$ cat src/design/ookfd_pkg.sv
// ----------------------------------------------------------------------------
// ookfd_pkg
// Shared types, register indexes and reset constants for the OOK remote
// frame decoder.
// ----------------------------------------------------------------------------
package ookfd_pkg;

    // default parameter values
    localparam int TICK_W_DEF = 16;
    localparam int CODE_W_DEF = 24;

    // fixed field widths
    localparam int CFG_DATA_W = 16;
    localparam int CFG_IDX_W  = 3;
    localparam int BIT_CNT_W  = 5;
    localparam int OUT_CODE_W = 24;
    localparam int ADDR_W     = 16;
    localparam int CMD_W      = 8;

    // configuration register indexes
    typedef enum logic [CFG_IDX_W-1:0] {
        CFG_SYNC_LOW_MIN   = 3'd0,
        CFG_SYNC_LOW_MAX   = 3'd1,
        CFG_SHORT_HIGH_MIN = 3'd2,
        CFG_SHORT_HIGH_MAX = 3'd3,
        CFG_LONG_HIGH_MIN  = 3'd4,
        CFG_LONG_HIGH_MAX  = 3'd5,
        CFG_FRAME_BITS     = 3'd6
    } t_cfg_idx;

    // configuration reset values
    localparam logic [CFG_DATA_W-1:0] SYNC_LOW_MIN_RST   = 16'd145;
    localparam logic [CFG_DATA_W-1:0] SYNC_LOW_MAX_RST   = 16'd160;
    localparam logic [CFG_DATA_W-1:0] SHORT_HIGH_MIN_RST = 16'd4;
    localparam logic [CFG_DATA_W-1:0] SHORT_HIGH_MAX_RST = 16'd7;
    localparam logic [CFG_DATA_W-1:0] LONG_HIGH_MIN_RST  = 16'd14;
    localparam logic [CFG_DATA_W-1:0] LONG_HIGH_MAX_RST  = 16'd17;
    localparam logic [BIT_CNT_W-1:0]  FRAME_BITS_RST     = 5'd23;

    // request kinds
    localparam logic REQ_TICK = 1'b0;
    localparam logic REQ_EDGE = 1'b1;

    typedef struct packed {
        logic [CFG_DATA_W-1:0] sync_low_min;
        logic [CFG_DATA_W-1:0] sync_low_max;
        logic [CFG_DATA_W-1:0] short_high_min;
        logic [CFG_DATA_W-1:0] short_high_max;
        logic [CFG_DATA_W-1:0] long_high_min;
        logic [CFG_DATA_W-1:0] long_high_max;
        logic [BIT_CNT_W-1:0]  frame_bits;
    } t_cfg;

    typedef struct packed {
        logic req_type;
        logic line_level;
    } t_in_req;

    typedef struct packed {
        logic [OUT_CODE_W-1:0] code;
        logic [ADDR_W-1:0]     address;
        logic [CMD_W-1:0]      command;
    } t_out_res;

    typedef struct packed {
        logic     valid;
        t_out_res data;
    } t_res_bus;

endpackage

$ cat src/design/ookfd_cfg_regs.sv
// ----------------------------------------------------------------------------
// ookfd_cfg_regs
// Configuration register file: pulse windows and frame length.
// ----------------------------------------------------------------------------
module ookfd_cfg_regs (
    input  logic                              i_clk,
    input  logic                              i_rst_n,
    input  logic                              i_cfg_we,
    input  logic [ookfd_pkg::CFG_IDX_W-1:0]   i_cfg_idx,
    input  logic [ookfd_pkg::CFG_DATA_W-1:0]  i_cfg_data,
    output ookfd_pkg::t_cfg                   o_cfg
);
    import ookfd_pkg::*;

    t_cfg r_cfg;
    t_cfg n_cfg;

    always_comb begin
        n_cfg = r_cfg;
        if (i_cfg_we) begin
            unique case (i_cfg_idx)
                CFG_SYNC_LOW_MIN:   n_cfg.sync_low_min   = i_cfg_data;
                CFG_SYNC_LOW_MAX:   n_cfg.sync_low_max   = i_cfg_data;
                CFG_SHORT_HIGH_MIN: n_cfg.short_high_min = i_cfg_data;
                CFG_SHORT_HIGH_MAX: n_cfg.short_high_max = i_cfg_data;
                CFG_LONG_HIGH_MIN:  n_cfg.long_high_min  = i_cfg_data;
                CFG_LONG_HIGH_MAX:  n_cfg.long_high_max  = i_cfg_data;
                CFG_FRAME_BITS:     n_cfg.frame_bits     = i_cfg_data[BIT_CNT_W-1:0];
                default: ;
            endcase
        end
    end

    always_ff @(posedge i_clk) begin
        if (!i_rst_n) begin
            r_cfg.sync_low_min   <= SYNC_LOW_MIN_RST;
            r_cfg.sync_low_max   <= SYNC_LOW_MAX_RST;
            r_cfg.short_high_min <= SHORT_HIGH_MIN_RST;
            r_cfg.short_high_max <= SHORT_HIGH_MAX_RST;
            r_cfg.long_high_min  <= LONG_HIGH_MIN_RST;
            r_cfg.long_high_max  <= LONG_HIGH_MAX_RST;
            r_cfg.frame_bits     <= FRAME_BITS_RST;
        end else begin
            r_cfg <= n_cfg;
        end
    end

    assign o_cfg = r_cfg;

endmodule

$ cat src/design/ookfd_core.sv
// ----------------------------------------------------------------------------
// ookfd_core
// Pulse timing counters, sync/bit classification, shift register and the
// two alternating frame slots.
// ----------------------------------------------------------------------------
module ookfd_core #(
    parameter int TICK_COUNT_WIDTH = ookfd_pkg::TICK_W_DEF,
    parameter int CODE_WIDTH       = ookfd_pkg::CODE_W_DEF
) (
    input  logic                i_clk,
    input  logic                i_rst_n,
    input  logic                i_accept,
    input  ookfd_pkg::t_in_req  i_req,
    input  ookfd_pkg::t_cfg     i_cfg,
    output ookfd_pkg::t_res_bus o_res
);
    import ookfd_pkg::*;

    localparam int CMP_W = (TICK_COUNT_WIDTH > CFG_DATA_W) ? TICK_COUNT_WIDTH : CFG_DATA_W;

    logic [TICK_COUNT_WIDTH-1:0] r_high, n_high;
    logic [TICK_COUNT_WIDTH-1:0] r_low, n_low;
    logic                        r_sync, n_sync;
    logic [CODE_WIDTH-1:0]       r_shift, n_shift;
    logic [BIT_CNT_W-1:0]        r_bits, n_bits;
    logic                        r_sel, n_sel;
    logic [CODE_WIDTH-1:0]       r_slot_a, n_slot_a;
    logic [CODE_WIDTH-1:0]       r_slot_b, n_slot_b;

    logic [CMP_W-1:0] w_h;
    logic [CMP_W-1:0] w_l;
    logic             w_sync_ok;
    logic             w_long_ok;
    logic             w_short_ok;
    logic             w_close;
    logic             w_res_valid;
    logic [31:0]      w_code_ext;

    assign w_h = CMP_W'(r_high);
    assign w_l = CMP_W'(r_low);

    assign w_short_ok = (w_h >= CMP_W'(i_cfg.short_high_min))
                     && (w_h <= CMP_W'(i_cfg.short_high_max));
    assign w_long_ok  = (w_h >= CMP_W'(i_cfg.long_high_min))
                     && (w_h <= CMP_W'(i_cfg.long_high_max));
    assign w_sync_ok  = (w_l >= CMP_W'(i_cfg.sync_low_min))
                     && (w_l <= CMP_W'(i_cfg.sync_low_max)) && w_short_ok;

    assign w_close = (r_bits >= i_cfg.frame_bits);

    always_comb begin
        n_high   = r_high;
        n_low    = r_low;
        n_sync   = r_sync;
        n_shift  = r_shift;
        n_bits   = r_bits;
        n_sel    = r_sel;
        n_slot_a = r_slot_a;
        n_slot_b = r_slot_b;
        w_res_valid = 1'b0;

        if (i_accept) begin
            if (i_req.req_type == REQ_TICK) begin
                if (i_req.line_level) begin
                    if (r_high != '1) n_high = r_high + TICK_COUNT_WIDTH'(1);
                end else begin
                    if (r_low != '1) n_low = r_low + TICK_COUNT_WIDTH'(1);
                end
                if (w_close) begin
                    n_bits  = '0;
                    n_sync  = 1'b0;
                    n_shift = '0;
                    n_sel   = ~r_sel;
                    if (r_sel) begin
                        n_slot_a = r_shift;
                    end else begin
                        n_slot_b = r_shift;
                    end
                    w_res_valid = (n_slot_a == n_slot_b);
                end
            end else begin
                n_high = '0;
                n_low  = '0;
                // sync takes priority over a data pulse
                priority if (w_sync_ok) begin
                    n_sync = 1'b1;
                end else if (r_sync && w_long_ok) begin
                    n_shift = {r_shift[CODE_WIDTH-2:0], 1'b1};
                    if (r_bits != '1) n_bits = r_bits + BIT_CNT_W'(1);
                end else if (r_sync && w_short_ok) begin
                    n_shift = {r_shift[CODE_WIDTH-2:0], 1'b0};
                    if (r_bits != '1) n_bits = r_bits + BIT_CNT_W'(1);
                end else begin
                    n_sync = r_sync;
                end
            end
        end
    end

    assign o_res.valid        = w_res_valid;
    assign w_code_ext         = 32'(n_slot_a);
    assign o_res.data.code    = w_code_ext[OUT_CODE_W-1:0];
    assign o_res.data.address = w_code_ext[OUT_CODE_W-1:CMD_W];
    assign o_res.data.command = w_code_ext[CMD_W-1:0];

    always_ff @(posedge i_clk) begin
        if (!i_rst_n) begin
            r_high   <= '0;
            r_low    <= '0;
            r_sync   <= 1'b0;
            r_shift  <= '0;
            r_bits   <= '0;
            r_sel    <= 1'b0;
            r_slot_a <= '0;
            r_slot_b <= '0;
        end else begin
            r_high   <= n_high;
            r_low    <= n_low;
            r_sync   <= n_sync;
            r_shift  <= n_shift;
            r_bits   <= n_bits;
            r_sel    <= n_sel;
            r_slot_a <= n_slot_a;
            r_slot_b <= n_slot_b;
        end
    end

    // a reported frame leaves both slots equal
    a_res_slots_match: assert property (@(posedge i_clk) disable iff (!i_rst_n)
        o_res.valid |=> (r_slot_a == r_slot_b))
        else $error("result reported with differing slots");

    // an edge clears both counters
    a_edge_clears: assert property (@(posedge i_clk) disable iff (!i_rst_n)
        (i_accept && i_req.req_type == REQ_EDGE) |=> (r_high == '0 && r_low == '0))
        else $error("edge did not clear tick counters");

    // closing a frame flips the slot select and drops sync
    a_close_toggles: assert property (@(posedge i_clk) disable iff (!i_rst_n)
        (i_accept && i_req.req_type == REQ_TICK && w_close)
        |=> (r_sel != $past(r_sel) && !r_sync && r_bits == '0))
        else $error("frame close did not reset frame state");

endmodule

$ cat src/design/ookfd_out_buf.sv
// ----------------------------------------------------------------------------
// ookfd_out_buf
// Result register with a skid stage so requests keep flowing while the
// downstream side stalls, until the skid stage is occupied.
// ----------------------------------------------------------------------------
module ookfd_out_buf (
    input  logic                i_clk,
    input  logic                i_rst_n,
    input  ookfd_pkg::t_res_bus i_res,
    output logic                o_full,
    output logic                o_out_valid,
    input  logic                i_out_stall,
    output ookfd_pkg::t_out_res o_out_data
);
    import ookfd_pkg::*;

    logic     r_out_valid, n_out_valid;
    t_out_res r_out_data, n_out_data;
    logic     r_skid_valid, n_skid_valid;
    t_out_res r_skid_data, n_skid_data;
    logic     w_take;

    assign w_take = r_out_valid && !i_out_stall;

    always_comb begin
        n_out_valid  = r_out_valid;
        n_out_data   = r_out_data;
        n_skid_valid = r_skid_valid;
        n_skid_data  = r_skid_data;
        priority if (r_skid_valid) begin
            if (w_take) begin
                n_out_data   = r_skid_data;
                n_skid_valid = 1'b0;
            end
        end else if (i_res.valid) begin
            if (!r_out_valid || w_take) begin
                n_out_valid = 1'b1;
                n_out_data  = i_res.data;
            end else begin
                n_skid_valid = 1'b1;
                n_skid_data  = i_res.data;
            end
        end else if (w_take) begin
            n_out_valid = 1'b0;
        end
    end

    always_ff @(posedge i_clk) begin
        if (!i_rst_n) begin
            r_out_valid  <= 1'b0;
            r_skid_valid <= 1'b0;
        end else begin
            r_out_valid  <= n_out_valid;
            r_skid_valid <= n_skid_valid;
        end
        r_out_data  <= n_out_data;
        r_skid_data <= n_skid_data;
    end

    assign o_full      = r_skid_valid;
    assign o_out_valid = r_out_valid;
    assign o_out_data  = r_out_data;

    // skid entry only exists behind an occupied output register
    a_skid_behind_out: assert property (@(posedge i_clk) disable iff (!i_rst_n)
        r_skid_valid |-> r_out_valid)
        else $error("skid holds a result while output is empty");

    // no new result may arrive while the skid is occupied
    a_no_overrun: assert property (@(posedge i_clk) disable iff (!i_rst_n)
        r_skid_valid |-> !i_res.valid)
        else $error("result lost to a full output buffer");

    // a stalled result stays put
    a_stall_holds: assert property (@(posedge i_clk) disable iff (!i_rst_n)
        (r_out_valid && i_out_stall) |=> (r_out_valid && $stable(r_out_data)))
        else $error("stalled result changed");

endmodule

$ cat src/design/ook_remote_frame_decoder_top.sv
// A confirmed result is registered and shown on o_out_valid (via skid if the output is held).
// Throughput: one request per cycle while not stalled; each request updates all decode state.
// o_in_stall rises only when two results are held (output register plus skid) under i_out_stall.
// Reset (i_rst_n low, synchronous): counters, shift register, slots and select clear to zero,
// configuration registers return to their default windows and frame length.
// ----------------------------------------------------------------------------
// ook_remote_frame_decoder_top
// Pulse-width remote-control frame decoder with double-frame confirmation.
// ----------------------------------------------------------------------------
module ook_remote_frame_decoder_top #(
    parameter int TICK_COUNT_WIDTH = ookfd_pkg::TICK_W_DEF,
    parameter int CODE_WIDTH       = ookfd_pkg::CODE_W_DEF
) (
    input  logic                             i_clk,
    input  logic                             i_rst_n,
    input  logic                             i_in_valid,
    output logic                             o_in_stall,
    input  ookfd_pkg::t_in_req               i_in_data,
    output logic                             o_out_valid,
    input  logic                             i_out_stall,
    output ookfd_pkg::t_out_res              o_out_data,
    input  logic                             i_cfg_we,
    input  logic [ookfd_pkg::CFG_IDX_W-1:0]  i_cfg_idx,
    input  logic [ookfd_pkg::CFG_DATA_W-1:0] i_cfg_data
);
    import ookfd_pkg::*;

    t_cfg     w_cfg;
    t_res_bus w_res;
    logic     w_full;
    logic     w_accept;

    assign w_accept   = i_in_valid && !w_full;
    assign o_in_stall = w_full;

    ookfd_cfg_regs u_cfg (
        .i_clk      (i_clk),
        .i_rst_n    (i_rst_n),
        .i_cfg_we   (i_cfg_we),
        .i_cfg_idx  (i_cfg_idx),
        .i_cfg_data (i_cfg_data),
        .o_cfg      (w_cfg)
    );

    ookfd_core #(
        .TICK_COUNT_WIDTH (TICK_COUNT_WIDTH),
        .CODE_WIDTH       (CODE_WIDTH)
    ) u_core (
        .i_clk    (i_clk),
        .i_rst_n  (i_rst_n),
        .i_accept (w_accept),
        .i_req    (i_in_data),
        .i_cfg    (w_cfg),
        .o_res    (w_res)
    );

    ookfd_out_buf u_out (
        .i_clk       (i_clk),
        .i_rst_n     (i_rst_n),
        .i_res       (w_res),
        .o_full      (w_full),
        .o_out_valid (o_out_valid),
        .i_out_stall (i_out_stall),
        .o_out_data  (o_out_data)
    );

endmodule

$ cat config.mk
export PLATFORM = sky130hd
export DESIGN_NAME = ook_remote_frame_decoder_top
export DESIGN_NICKNAME = d
export VERILOG_FILES = /design/src/design/ookfd_pkg.sv /design/src/design/ookfd_cfg_regs.sv /design/src/design/ookfd_core.sv /design/src/design/ookfd_out_buf.sv /design/src/design/ook_remote_frame_decoder_top.sv
export SDC_FILE = /design/constraint.sdc
export NUM_CORES = 1
export LEC_CHECK = 0
export BUFFER_PORTS_ARGS = -buffer_cell sky130_fd_sc_hd__buf_2
export CAP_MARGIN = 20
export CORE_MARGIN = 3
export CORE_UTILIZATION = 30
export CTS_CLUSTER_SIZE = 24
export DETAILED_ROUTE_END_ITERATION = 16
export PLACE_DENSITY = 0.47
export REMOVE_ABC_BUFFERS = 1
export SLEW_MARGIN = 20
export SYNTH_ARGS = -nofsm -noshare
export SYNTH_HDL_FRONTEND = slang
export SYNTH_SLANG_ARGS = --single-unit
export TNS_END_PERCENT = 30
$ cat constraint.sdc
create_clock -name i_clk -period 5.27 [get_ports i_clk]
set_clock_uncertainty 0.05 [all_clocks]
set_input_delay 0.2635 -clock i_clk [delete_from_list [all_inputs] [get_ports i_clk]]
set_output_delay 0.2635 -clock i_clk [all_outputs]
set_load 0.005 [all_outputs]
### Word-level counts from Yosys, hierarchy flattened

Cells that the tools add are included.
Widths: inputs -> output; s select.

* bits in registers: 310
* bits of input ports: 26

* add/subtract/negate cells: 3
* $lt $le $gt $ge: 7
* eq/ne operators: 16
* multiplexer cells: 45
* bitwise operators: 4
* reductions and logical operators: 35

Operator list (number)
* $mux 24: 16
* $mux 48: 4
* $mux 16: 6
* $ge 16x16->1: 3
* $le 16x16->1: 3
* $add 16x1->16 const B: 2
* $ne 16x16->1 const B: 2
* $mux 5: 6
* $eq 24x24->1: 1
* $reduce_and 3->1: 7
* $reduce_and 2->1: 7
* $reduce_bool 2->1: 7
* $mux 1: 13
* $eq 3x3->1 const B: 3
* $logic_and 1x1->1: 8
* $eq 3x2->1 const B: 2
* $ne 2x1->1 const B: 3
* $add 5x1->5 const B: 1
* $ge 5x5->1: 1
* $ne 5x5->1 const B: 1
* $ne 2x2->1 const B: 2
* $not 1->1: 4
* $reduce_and 4->1: 1
* $eq 3x1->1 const B: 1
* other kinds (4): 6

### Logic depth before layout (Yosys ltp)

* word-level depth: 10
* gate-level depth with buffers: 13

### Hierarchy

From an unflattened synthesis, not the netlist that was laid out.

* cells, all modules: 1462
* area total of the unflattened synthesis: 15491.1 um^2

Modules (own cells, without submodules)
* ookfd_core: times used 1, cells an instance 938, area an instance 7911.3 um^2
* ookfd_out_buf: times used 1, cells an instance 163, area an instance 3806.2 um^2
* ookfd_cfg_regs: times used 1, cells an instance 360, area an instance 3759.9 um^2
* ook_remote_frame_decoder_top: times used 1, cells an instance 1, area an instance 13.8 um^2

### Least setup slack after synthesis

Ideal clock, no wire load.

* kind: reg-to-reg
* start: register u_core.r_bits[0]
* end: register u_out.r_out_data (netlist bit u_out.o_out_data[24]), enable pin
* library setup time: 442 ps
* arrival time: 3865 ps
* required time: 4778 ps
* path slack: 913 ps
* stages on the path, launching flop included: 11
* path buffers: 1
* cells stage by stage: dfxtp_1 > inv_1 > ha_1 > nand2b_1 > a21o_1 > a21o_1 > a211oi_1 > or4_1 > clkbuf_2 > or3_1 > a21boi_0

* word-level cells in the longest chain between the ends: 6

RTL lines
* start: declaration: line ookfd_core.sv:25 `logic [BIT_CNT_W-1:0] r_bits, n_bits;`
* start signal: assignment: line ookfd_core.sv:121 `r_bits <= n_bits;`
* $ge 5x5->1: line ookfd_core.sv:49 `assign w_close = (r_bits >= i_cfg.frame_bits);`
* $mux 1: line ookfd_core.sv:69 `if (w_close) begin`
* $mux 1: line ookfd_core.sv:63 `if (i_req.req_type == REQ_TICK) begin`
* $mux 1: line ookfd_core.sv:62 `if (i_accept) begin`
* $reduce_bool 2->1 (no line)
* $reduce_and 3->1 (no line)
* end signal: assignment: line ookfd_out_buf.sv:56 `r_out_data <= n_out_data;`
* end: declaration: line ookfd_out_buf.sv:18 `t_out_res r_out_data, n_out_data;`

No other way between the ends.
A chain may end at the register's enable or synchronous reset.

### Final worst setup path

* start: register u_core.r_bits[0]
* end: register u_out.r_out_data (netlist bit u_out.o_out_data[25]) (data pin)

* word-level cells in the longest chain between the ends: 7

RTL lines
* $ge 5x5->1: line ookfd_core.sv:49
* $mux 24: line ookfd_core.sv:69
* $mux 24: line ookfd_core.sv:63
* $mux 24: line ookfd_core.sv:62
* named net u_core.n_slot_a[1]: line ookfd_core.sv:27 `logic [CODE_WIDTH-1:0] r_slot_a, n_slot_a;`
* $mux 48: line ookfd_out_buf.sv:36 `if (!r_out_valid || w_take) begin`
* $mux 48: line ookfd_out_buf.sv:35 `end else if (i_res.valid) begin`
* $mux 48: line ookfd_out_buf.sv:30 `priority if (r_skid_valid) begin`

The timed path passes the listed nets, and every way through them passes these cells. The select of a mux whose other input is x is not followed.

==> flow_summary.ini <==
[run_status]
status = finished clean

[sta]
setup_ws_ps = 1550
maxSlewViolCount = 0
period_share_pct = 70.6
setup_violations = 0
relSlewSlack_pct = 33.7
hold_viol = 0
worst_pin_slew_ps = 993
rsz0062_at_grt = no
max_freq_ghz = 0.269
min_period_ps = 3720
setup_tns_ps = 0

[placement]
place_area_um2 = 14000
dp_slack_ps = 1550
gp_congestion = 0.787
portBuffers = 75
place_hpwl_um = 23600

[global_route]
grt_pass1_wl_um = 55000
grt_pass1_vias = 9804
grt-ovfl-total = 0
antenna_found_initial = 2
grt_max_degree = 76
track_usage_pct = 14.5

[worst_setup_path]
worstPathMaxFanout = 13
crit_arrival_ps = 3970
crit_path_start_kind = flip-flop
worstPathRequired_ps = 5520
crit_start = u_core.r_bits[0]$_SDFFE_PN0P_
r2r_start = u_core.r_bits[0]$_SDFFE_PN0P_
critPathCaptureType = flip-flop
worstSetupPathType = reg2reg

[power]
switching_power_mw = 0.942
power_density_nw_per_um2 = 276
power_frac_clock_pct = 45.9
internal-power_mw = 3.20
p_leak_nw = 5.62
p_comb_share_pct = 4.4
ir_drop_v = 0.000202
seqPwrFrac_pct = 49.7
p_sw_share_pct = 22.7

[detailed_routing]
wire_per_inst_um = 16.1
vias = 9989
first_pass_iters = 8
detail_route.vias_per_cell = 4.73
wl_met3_um = 1160
wl_met2_um = 15900
drt-total-wl_um = 34000
drcViolationCount = 0
maxUsedRoutingLayer = met5
drtAntennaViolNets = 0
dr.first_iter.drc_count = 617
wl_met1_um = 16200

[clock_tree]
cts_max_level = 1
cts_tree = yes
clkLatencyLatePin_ps = 560
path_clk_slew_ps = 60
clock-sinks = 262
clock-root-buffer = clkbuf_16
cts_buffer_depth = 3
numCtsBuffers = 29

[yosys]
ys.flop_type = dfxtp_1
syn_area_um2 = 13200
postSynthAreaPerCell_um2 = 9.03
synth_common_cells = 233 x nand2_1, 214 x dfxtp_1, 146 x a21oi_1, 117 x inv_1, 105 x ha_1
yosysWarnings = 0
ys_ff_latch = 262
synth_edf_count = 48
synth_top_area_share_pct = 32.5
post-synth-top-count-cell = nand2_1
syn_inst = 1458
yosysTopAreaCell = dfxtp_1
yosys-top-cells-area = dfxtp_1 33%, edfxtp_1 11%, ha_1 10%, nand2_1 6.6%, a21oi_1 5.5%
ys_async_sr_fraction_pct = 0
ys_seq_area_share_pct = 43.5
synth_cell_type_count = 62

[final_layout]
fin_nets = 1637
layout-drive-gt1-share_pct = 12.3
final_cell_area_um2 = 15000
area_growth_pct = 13.9

[hold_path]
min-delay-start = i_in_data[1]
hold_class = in2reg

[die]
die_w_um = 216
die_h_um = 216
dieArea_um2 = 46400
initial_core_util_pct = 30.5
rows = 76
ios = 76
core_area_um2 = 43200

[job]
drv_cap = 0
[final cells by class]
cell class / instances / area (µm²)
diodes: 1 / 2.50
clock buffers: 43 / 808
clock inverters: 8 / 58.8
fillers: 4498 / 28200
inverters: 118 / 445
multi-input cells: 986 / 6560
flip-flops and latches: 262 / 5730
well taps: 585 / 732
repair buffers: 109 / 673
[state kept, by name (all words and copies together) (netlist names)]
name / cells
u_core.r_slot_a: 24
u_out.o_out_data: 24
u_core.r_bits: 5
u_core.r_high: 16
u_cfg.o_cfg: 101
u_core.r_shift: 24
u_core.r_sel: 1
u_out.o_full: 1
u_core.r_sync: 1
u_out.o_out_valid: 1
u_out.r_skid_data: 24
u_core.r_low: 16
u_core.r_slot_b: 24
[worst max-delay path: stages (launching register included)]
cell      delay [ps]
dfxtp_1          410
inv_1             60
ha_1             260
nand2b_1         140
a21o_1           170
a21o_1           170
a211oi_1         270
or4_1            260
or2_1            600
buf_4            410
mux2_2           390
mux2_2           260
[cells in the final DEF, fill, tap and decap left out, types with 17 or more instances in the layout]
master,Yosys,final
buf_2,8,75
clkbuf_16,0,29
nand3_1,37,37
edfxtp_1,48,48
xnor2_1,22,22
dlygate4sd3_1,0,17
a21oi_1,146,146
nand4_1,41,41
and2_1,27,27
mux2i_1,42,42
nand2_1,233,232
xor2_1,29,29
mux2_4,18,18
buf_4,24,17
ha_1,105,105
mux2_2,28,28
inv_1,117,117
dfxtp_1,214,214
nor2_1,77,75
o21ai_0,41,41
[stage by stage]
stage	utilization (%)	cells	hold WS [ps]	total power [mW]
after global routing	34.7	2112	97.2	4.31
after detailed placement	32.3	2043	397	2.28
after global placement	32.3	2043	393	2.28
after floorplan	-	1366	275	2.19
after CTS	34.7	2111	74.4	4.22
final	34.7	2112	91.7	4.15
[power by group through the flow]
stage	combinational, mW	clock [mW]	sequential [mW]
floorplan	0.0908	0	2.10
global placement	0.174	0	2.10
detailed placement	0.175	0	2.10
CTS	0.185	1.98	2.06
global route	0.206	2.05	2.06
finish	0.182	1.90	2.06
[final timing paths]
path                                     endpoint  slack (ps)  cells after the start
setup / recovery   u_out.o_out_data[25]$_DFFE_PP_        1550                     11
hold / removal    u_core.r_shift[19]$_SDFFE_PN0P_          90                      3
setup reg to reg   u_out.o_out_data[25]$_DFFE_PP_        1550                     11
hold reg to reg      u_cfg.o_cfg[33]$_SDFFE_PN0P_         400                      2
[what timing repair did]
action | 4_1_cts | 5_1_grt
hold buffers | 17 | 0
endpoints found under the hold margin | 81 | 0
gates resized for setup | 0 | 0
buffers inserted | 0 | 0
[per-layer routing]
| metal | up-vias | GRT usage, % |
|---|---|---|
| met4 | 2 | 3.59 |
| met1 | 4655 | 19.5 |
| met3 | 47 | 2.06 |
| met2 | 174 | 24.8 |
| met5 | - | 0 |
| li1 | 5111 | - |
[cells by family (layout without fill, tap and decap cells)]
group,Yosys count,in the layout,synth area share [%]
fa+ha+maj,105,105,9.98
compound gates,271,271,12.2
other cells,0,1,0
mux,88,88,7.64
xor+xnor,51,51,3.39
buf+inv,210,278,6.95
flops,262,262,43.5
simple gates,471,471,16.3
Note: power is estimated with default switching activity, not from simulation.
